## config.mk

```make
export PLATFORM = sky130hd
export DESIGN_NAME = multi_pattern_hit_counter_core
export DESIGN_NICKNAME = d
export VERILOG_FILES = /design/src/hdl/mphc_pkg.sv /design/src/hdl/multi_pattern_hit_counter_core.sv /design/src/hdl/mphc_char_cell.sv /design/src/hdl/mphc_out_buf.sv
export SDC_FILE = /design/constraint.sdc
export NUM_CORES = 1
export LEC_CHECK = 0
export BUFFER_PORTS_ARGS = -buffer_cell sky130_fd_sc_hd__buf_2
export CAP_MARGIN = 20
export CORE_ASPECT_RATIO = 0.7
export CORE_MARGIN = 4
export CORE_UTILIZATION = 50
export CTS_CLUSTER_DIAMETER = 150
export CTS_CLUSTER_SIZE = 14
export DETAILED_ROUTE_END_ITERATION = 8
export PLACE_DENSITY = 0.69
export SETUP_SLACK_MARGIN = 0.05
export SYNTH_ARGS = -nofsm -noshare
export SYNTH_HDL_FRONTEND = slang
export SYNTH_HIERARCHICAL = 1
export SYNTH_SLANG_ARGS = --single-unit
```

## constraint.sdc

```tcl
create_clock -name aclk -period 18.1 [get_ports aclk]
set_input_delay 1.81 -clock aclk [delete_from_list [all_inputs] [get_ports aclk]]
set_output_delay 1.81 -clock aclk [all_outputs]
set_load 0.05 [all_outputs]
```

## src/hdl/mphc_pkg.sv

```systemverilog
// Shared types, constants and pattern tables for the multi-pattern hit counter.
// No dependencies.
package mphc_pkg;

    localparam int CHAR_W      = 16;
    localparam int PAT_NUM     = 12;
    localparam int PAT_MAX_LEN = 17;
    localparam int PAT_W       = PAT_MAX_LEN * 8;
    localparam int CNT_W       = 4;

    localparam logic [CHAR_W-1:0] UPPER_FIRST = 16'h0041;
    localparam logic [CHAR_W-1:0] UPPER_LAST  = 16'h005A;
    localparam logic [CHAR_W-1:0] CASE_OFFSET = 16'h0020;

    typedef struct packed {
        logic load;
        logic clear;
    } cell_ctrl_t;

    typedef struct packed {
        logic [PAT_NUM-1:0] hit_mask;
        logic [CNT_W-1:0]   hit_count;
        logic               suspicious;
    } result_t;

    // Newest character sits in the lowest byte.
    function automatic logic [PAT_W-1:0] pat_text(input int idx);
        logic [PAT_W-1:0] t;
        case (idx)
            0:       t = " -enc ";
            1:       t = "/enc ";
            2:       t = "encodedcommand";
            3:       t = "frombase64string";
            4:       t = "invoke-expression";
            5:       t = " iex ";
            6:       t = "downloadstring";
            7:       t = "mshta";
            8:       t = "rundll32";
            9:       t = "regsvr32";
            10:      t = "wscript";
            11:      t = "cscript";
            default: t = '0;
        endcase
        return t;
    endfunction

    function automatic int pat_len(input int idx);
        int n;
        case (idx)
            0:       n = 6;
            1:       n = 5;
            2:       n = 14;
            3:       n = 16;
            4:       n = 17;
            5:       n = 5;
            6:       n = 14;
            7:       n = 5;
            8:       n = 8;
            9:       n = 8;
            10:      n = 7;
            11:      n = 7;
            default: n = 0;
        endcase
        return n;
    endfunction

endpackage

```

## src/hdl/multi_pattern_hit_counter_core.sv

```systemverilog
// Multi-pattern hit counter: character window chain, sticky hit mask, result buffer.
// Uses mphc_pkg, mphc_char_cell and mphc_out_buf.
// Throughput: one character per cycle while s_tready is high; window cells shift on every
// transfer but the last, which clears them and pushes the result into the output buffer.
// s_tready falls only while two results wait in the output buffer.
// Reset: window cleared to zero filler, hit mask cleared, hit_threshold set to 2.
module multi_pattern_hit_counter_core
    import mphc_pkg::*;
#(
    parameter int WINDOW_LEN    = 17,
    parameter int PATTERN_COUNT = 12
) (
    input  logic              aclk,
    input  logic              aresetn,
    input  logic              cfg_wr_en,
    input  logic [CNT_W-1:0]  cfg_wr_data,
    input  logic              s_tvalid,
    output logic              s_tready,
    input  logic [CHAR_W-1:0] s_tdata,   // [15:0] char_code
    input  logic              s_tlast,   // last_char
    output logic              m_tvalid,
    input  logic              m_tready,
    output logic [23:0]       m_tdata    // [0] suspicious, [4:1] hit_count, [16:5] hit_mask
);

    logic [CNT_W-1:0]   threshold_reg;
    logic [PAT_NUM-1:0] sticky_reg;
    logic [PAT_NUM-1:0] sticky_next;
    logic               transfer;
    logic               buf_full;
    logic [CHAR_W-1:0]  char_fold;
    cell_ctrl_t         ctrl;
    logic [CHAR_W-1:0]  win_q   [WINDOW_LEN];
    logic [PAT_NUM-1:0] win_m   [WINDOW_LEN];
    logic [PAT_NUM-1:0] hits_now;
    logic [PAT_NUM-1:0] mask_all;
    logic [CNT_W-1:0]   count;
    logic [1:0]         grp_cnt [4];
    result_t            res;
    result_t            res_out;
    logic               buf_valid;

    assign transfer   = s_tvalid && s_tready;
    assign s_tready   = !buf_full;
    assign ctrl.load  = transfer;
    assign ctrl.clear = transfer && s_tlast;

    assign char_fold = (s_tdata >= UPPER_FIRST && s_tdata <= UPPER_LAST) ?
                       (s_tdata + CASE_OFFSET) : s_tdata;

    for (genvar k = 0; k < WINDOW_LEN; k++) begin : g_cell
        mphc_char_cell #(
            .POS(k)
        ) u_cell (
            .aclk   (aclk),
            .aresetn(aresetn),
            .ctrl   (ctrl),
            .din    ((k == 0) ? char_fold : win_q[(k == 0) ? 0 : k - 1]),
            .dout   (win_q[k]),
            .match  (win_m[k])
        );
    end

    always_comb begin
        hits_now = '1;
        for (int k = 0; k < WINDOW_LEN; k++) begin
            hits_now = hits_now & win_m[k];
        end
        for (int i = 0; i < PAT_NUM; i++) begin
            if (i >= PATTERN_COUNT) begin
                hits_now[i] = 1'b0;
            end
        end
    end

    assign mask_all = sticky_reg | hits_now;

    always_comb begin
        for (int g = 0; g < 4; g++) begin
            grp_cnt[g] = {1'b0, mask_all[3*g]} + {1'b0, mask_all[3*g+1]}
                       + {1'b0, mask_all[3*g+2]};
        end
        count = {2'b00, grp_cnt[0]} + {2'b00, grp_cnt[1]}
              + {2'b00, grp_cnt[2]} + {2'b00, grp_cnt[3]};
    end

    always_comb begin
        res.hit_mask   = mask_all;
        res.hit_count  = count;
        res.suspicious = (count >= threshold_reg);
    end

    always_comb begin
        sticky_next = sticky_reg;
        if (transfer) begin
            sticky_next = s_tlast ? '0 : mask_all;
        end
    end

    always_ff @(posedge aclk) begin
        if (!aresetn) begin
            sticky_reg    <= '0;
            threshold_reg <= 4'd2;
        end else begin
            sticky_reg <= sticky_next;
            if (cfg_wr_en) begin
                threshold_reg <= cfg_wr_data;
            end
        end
    end

    mphc_out_buf u_out_buf (
        .aclk     (aclk),
        .aresetn  (aresetn),
        .push     (ctrl.clear),
        .din      (res),
        .full     (buf_full),
        .pop_ready(m_tready),
        .out_valid(buf_valid),
        .dout     (res_out)
    );

    assign m_tvalid = buf_valid;
    assign m_tdata  = {7'b0000000, res_out};

endmodule

```

## src/hdl/mphc_char_cell.sv

```systemverilog
// One window position: holds a character, passes it to the next cell and
// compares the incoming character against every pattern at this position. Uses mphc_pkg.
module mphc_char_cell
    import mphc_pkg::*;
#(
    parameter int POS = 0
) (
    input  logic               aclk,
    input  logic               aresetn,
    input  cell_ctrl_t         ctrl,
    input  logic [CHAR_W-1:0]  din,
    output logic [CHAR_W-1:0]  dout,
    output logic [PAT_NUM-1:0] match
);

    localparam int BYTE_POS = (POS < PAT_MAX_LEN) ? POS : 0;

    logic [CHAR_W-1:0] char_reg;
    logic [CHAR_W-1:0] char_next;

    always_comb begin
        char_next = char_reg;
        if (ctrl.clear) begin
            char_next = '0;
        end else if (ctrl.load) begin
            char_next = din;
        end
    end

    always_ff @(posedge aclk) begin
        if (!aresetn) begin
            char_reg <= '0;
        end else begin
            char_reg <= char_next;
        end
    end

    always_comb begin
        logic [PAT_W-1:0] txt;
        for (int i = 0; i < PAT_NUM; i++) begin
            txt = pat_text(i);
            if (POS >= pat_len(i)) begin
                match[i] = 1'b1;
            end else begin
                match[i] = (din == {8'h00, txt[BYTE_POS*8 +: 8]});
            end
        end
    end

    assign dout = char_reg;

endmodule

```

## src/hdl/mphc_out_buf.sv

```systemverilog
// Two-entry result buffer: output register plus skid register.
// Uses mphc_pkg.
module mphc_out_buf
    import mphc_pkg::*;
(
    input  logic    aclk,
    input  logic    aresetn,
    input  logic    push,
    input  result_t din,
    output logic    full,
    input  logic    pop_ready,
    output logic    out_valid,
    output result_t dout
);

    logic    out_valid_reg;
    logic    out_valid_next;
    result_t out_data_reg;
    result_t out_data_next;
    logic    skid_valid_reg;
    logic    skid_valid_next;
    result_t skid_data_reg;
    result_t skid_data_next;
    logic    take;

    assign take = out_valid_reg && pop_ready;

    always_comb begin
        out_valid_next  = out_valid_reg;
        out_data_next   = out_data_reg;
        skid_valid_next = skid_valid_reg;
        skid_data_next  = skid_data_reg;
        if (skid_valid_reg) begin
            if (take) begin
                out_data_next   = skid_data_reg;
                skid_valid_next = 1'b0;
            end
        end else if (push) begin
            if (!out_valid_reg || take) begin
                out_valid_next = 1'b1;
                out_data_next  = din;
            end else begin
                skid_valid_next = 1'b1;
                skid_data_next  = din;
            end
        end else if (take) begin
            out_valid_next = 1'b0;
        end
    end

    always_ff @(posedge aclk) begin
        if (!aresetn) begin
            out_valid_reg  <= 1'b0;
            skid_valid_reg <= 1'b0;
        end else begin
            out_valid_reg  <= out_valid_next;
            skid_valid_reg <= skid_valid_next;
        end
        out_data_reg  <= out_data_next;
        skid_data_reg <= skid_data_next;
    end

    assign full      = skid_valid_reg;
    assign out_valid = out_valid_reg;
    assign dout      = out_data_reg;

    a_skid_needs_out: assert property (@(posedge aclk) disable iff (!aresetn)
        skid_valid_reg |-> out_valid_reg)
        else $error("skid entry held while output register empty");

    a_no_push_when_full: assert property (@(posedge aclk) disable iff (!aresetn)
        push |-> !skid_valid_reg)
        else $error("result pushed into full buffer");

    a_stall_fills_skid: assert property (@(posedge aclk) disable iff (!aresetn)
        (out_valid_reg && !pop_ready && push) |=> skid_valid_reg)
        else $error("stalled result lost");

    a_skid_drains: assert property (@(posedge aclk) disable iff (!aresetn)
        (skid_valid_reg && pop_ready) |=> (out_valid_reg && !skid_valid_reg))
        else $error("skid entry not moved to output");

endmodule
```

==> reports/summary.txt <==
Layout cells sized above 1: 10.5%
Final clock skew: 0.0119 ns
Fmax: 121 MHz
Pin count of the biggest net entering global routing: 63
Worst Setup Start Kind: input pin
Worst hold path depth: 2
Tmin final: 8.29 ns
# fillers: 2602
CTS Buf Count: 25
Worst path top cell family by delay: adder cells
RSZ-0062 raised after global routing: false
GRT Total Usage: 18.5%
Vias after detailed routing: 10.1k
Later-pin clock latency in the skew report: 0.54 ns
ANT nets after route: 0
Final nets: 1494
Clock Sinks: 308
Max-slew violations: 0
CP endpoint kind: flop
Resized Gates After CTS: 0
R2R depth: 19
Mapped cell area: 0.0150 mm²
Pre-CTS setup slack: 9.27 ns
VDD IR max: 0.0539 mV
Vias in the first global route: 8983
Data arrival, critical path: 8.58 ns
HPWL reported at the end of detailed placement: 23100 µm
PwrDens: 82.5 mW/mm²
Hold crit path type: flop to flop
DRC: 0
Io pins: 52
Synth-to-layout area growth: 2.10%
Register area: 0.00651 mm²
R2r setup slk: 11.42 ns
Slew @ Worst Pin: 1.05 ns
GPL Wtd Cong: 0.887
Post-CTS Hold Buffers: 0
Setup_tns: 0 ns
Final period util: 45.8%
Max reg flops: 256
Worst path bufs/invs: 3
Commonest non-fill, non-tap cells in the layout: nor2_1 (276), dfxtp_1 (274), mux2i_1 (260)
H-Tree Depth: 1
Hold Crit Start: sticky_reg[8]$_SDFFE_PN0P_
Vias per Instance: 5.50
First-pass GRT wire length: 50400 µm
Most common cell on crit path: fa_1
Final WL: 31600 µm
CP Class: input pin to flop
Max FO, Critical Path: 7
Site Rows: 52
Final count of negative-setup-slack endpoints: 0
CTS tree: yes
Chip Width: 215 µm
Setup Buffers After CTS: 0
Die Area: 0.0330 mm²
CP max-delay cell: fa_1
GRT overflow: 0
Multi-input gate area: 0.00738 mm²
Max_cap viols: 0
Leak pwr: 6.28 nW
Status: complete, no violations
Reg-to-Reg Start: g_cell[1].u_cell/dout[11]$_SDFFE_PP0P_
DR WL/cell: 17.2 µm
Ant diodes: 0
Final Hold Fails: 0
Chip Height: 153 µm
CTS max path bufs: 3
Initial antenna violation count: 0
Critical Path Max Stage Delay: 0.59 ns
Root Driver: clkbuf_16
Clock transition at the registers of the reported paths: 0.07 ns
Setup slack after layout: 9.81 ns
Reg2reg end: u_out_buf/dout[0]$_DFFE_PP_
Ys Warns: 6
Mapped Avg Cell Area: 10.0 µm²
Mapped Cells: 1503
Slew headroom: 29.9%
First drt pass iteration count: 5
Crit path required time: 18.39 ns
DR iter-0 viols: 773
Initial core utilization: 51.4%
Core outline area: 0.0293 mm²
Port bufs: 44
WHS Endpoint: sticky_reg[8]$_SDFFE_PN0P_
Commonest non-fill, non-tap cell in the layout: nor2_1
worst max-delay path by stage:
stage,cells past startpoint,end,startpoint,slack [ns]
floorplan,24,u_out_buf/dout[0]$_DFFE_PP_,s_tdata[5],9.88
global route,25,u_out_buf/dout[0]$_DFFE_PP_,s_tdata[5],9.43
CTS,25,u_out_buf/dout[0]$_DFFE_PP_,s_tdata[5],9.83
finish,25,u_out_buf/dout[0]$_DFFE_PP_,s_tdata[2],9.81
global placement,25,u_out_buf/dout[0]$_DFFE_PP_,s_tdata[2],9.42
detailed placement,25,u_out_buf/dout[0]$_DFFE_PP_,s_tdata[5],9.27
routing by layer:
layer | global-route usage (%) | vias up | share of wire (%)
met5 | 0 | - | 0
met4 | 2.70 | 0 | 1.4
met3 | 3.69 | 30 | 6.6
met2 | 23.6 | 253 | 37
met1 | 31.7 | 4793 | 55
li1 | - | 5003 | -
stage by stage:
stage	power, mW	hold slack [ns]	area (µm²)	util, %	cells
after floorplan	0.800	0.416	15400	-	1589
after global placement	0.800	0.426	14700	50.2	1803
after detailed placement	0.800	0.434	14700	50.2	1803
after CTS	1.28	0.450	15400	52.5	1834
after global routing	1.31	0.494	15400	52.5	1834
final	1.27	0.447	15400	52.5	1834
final cells by class:
cell class	instances	area share, %
Sequential cell	308	42.3
Clock inverter	1	0.0570
Multi-Input combinational cell	1044	48.0
Inverter	22	0.538
Timing Repair Buffer	51	1.78
Tap cell	378	3.08
Clock buffer	30	4.19
power by group:
part | internal, mW | total, mW | switching, mW
clock | 0.248 | 0.481 | 0.233
combinational | 0.0284 | 0.0852 | 0.0568
sequential | 0.694 | 0.701 | 0.00689
worst min-delay path: cells and delay by family (launching register included):
family | cells | cell delay (ns)
DFF | 1 | 0.32
AOI/OAI and AO/OA | 1 | 0.05
and+or+nand+nor | 1 | 0.04
No activity file was read; power rests on OpenSTA's default activity.
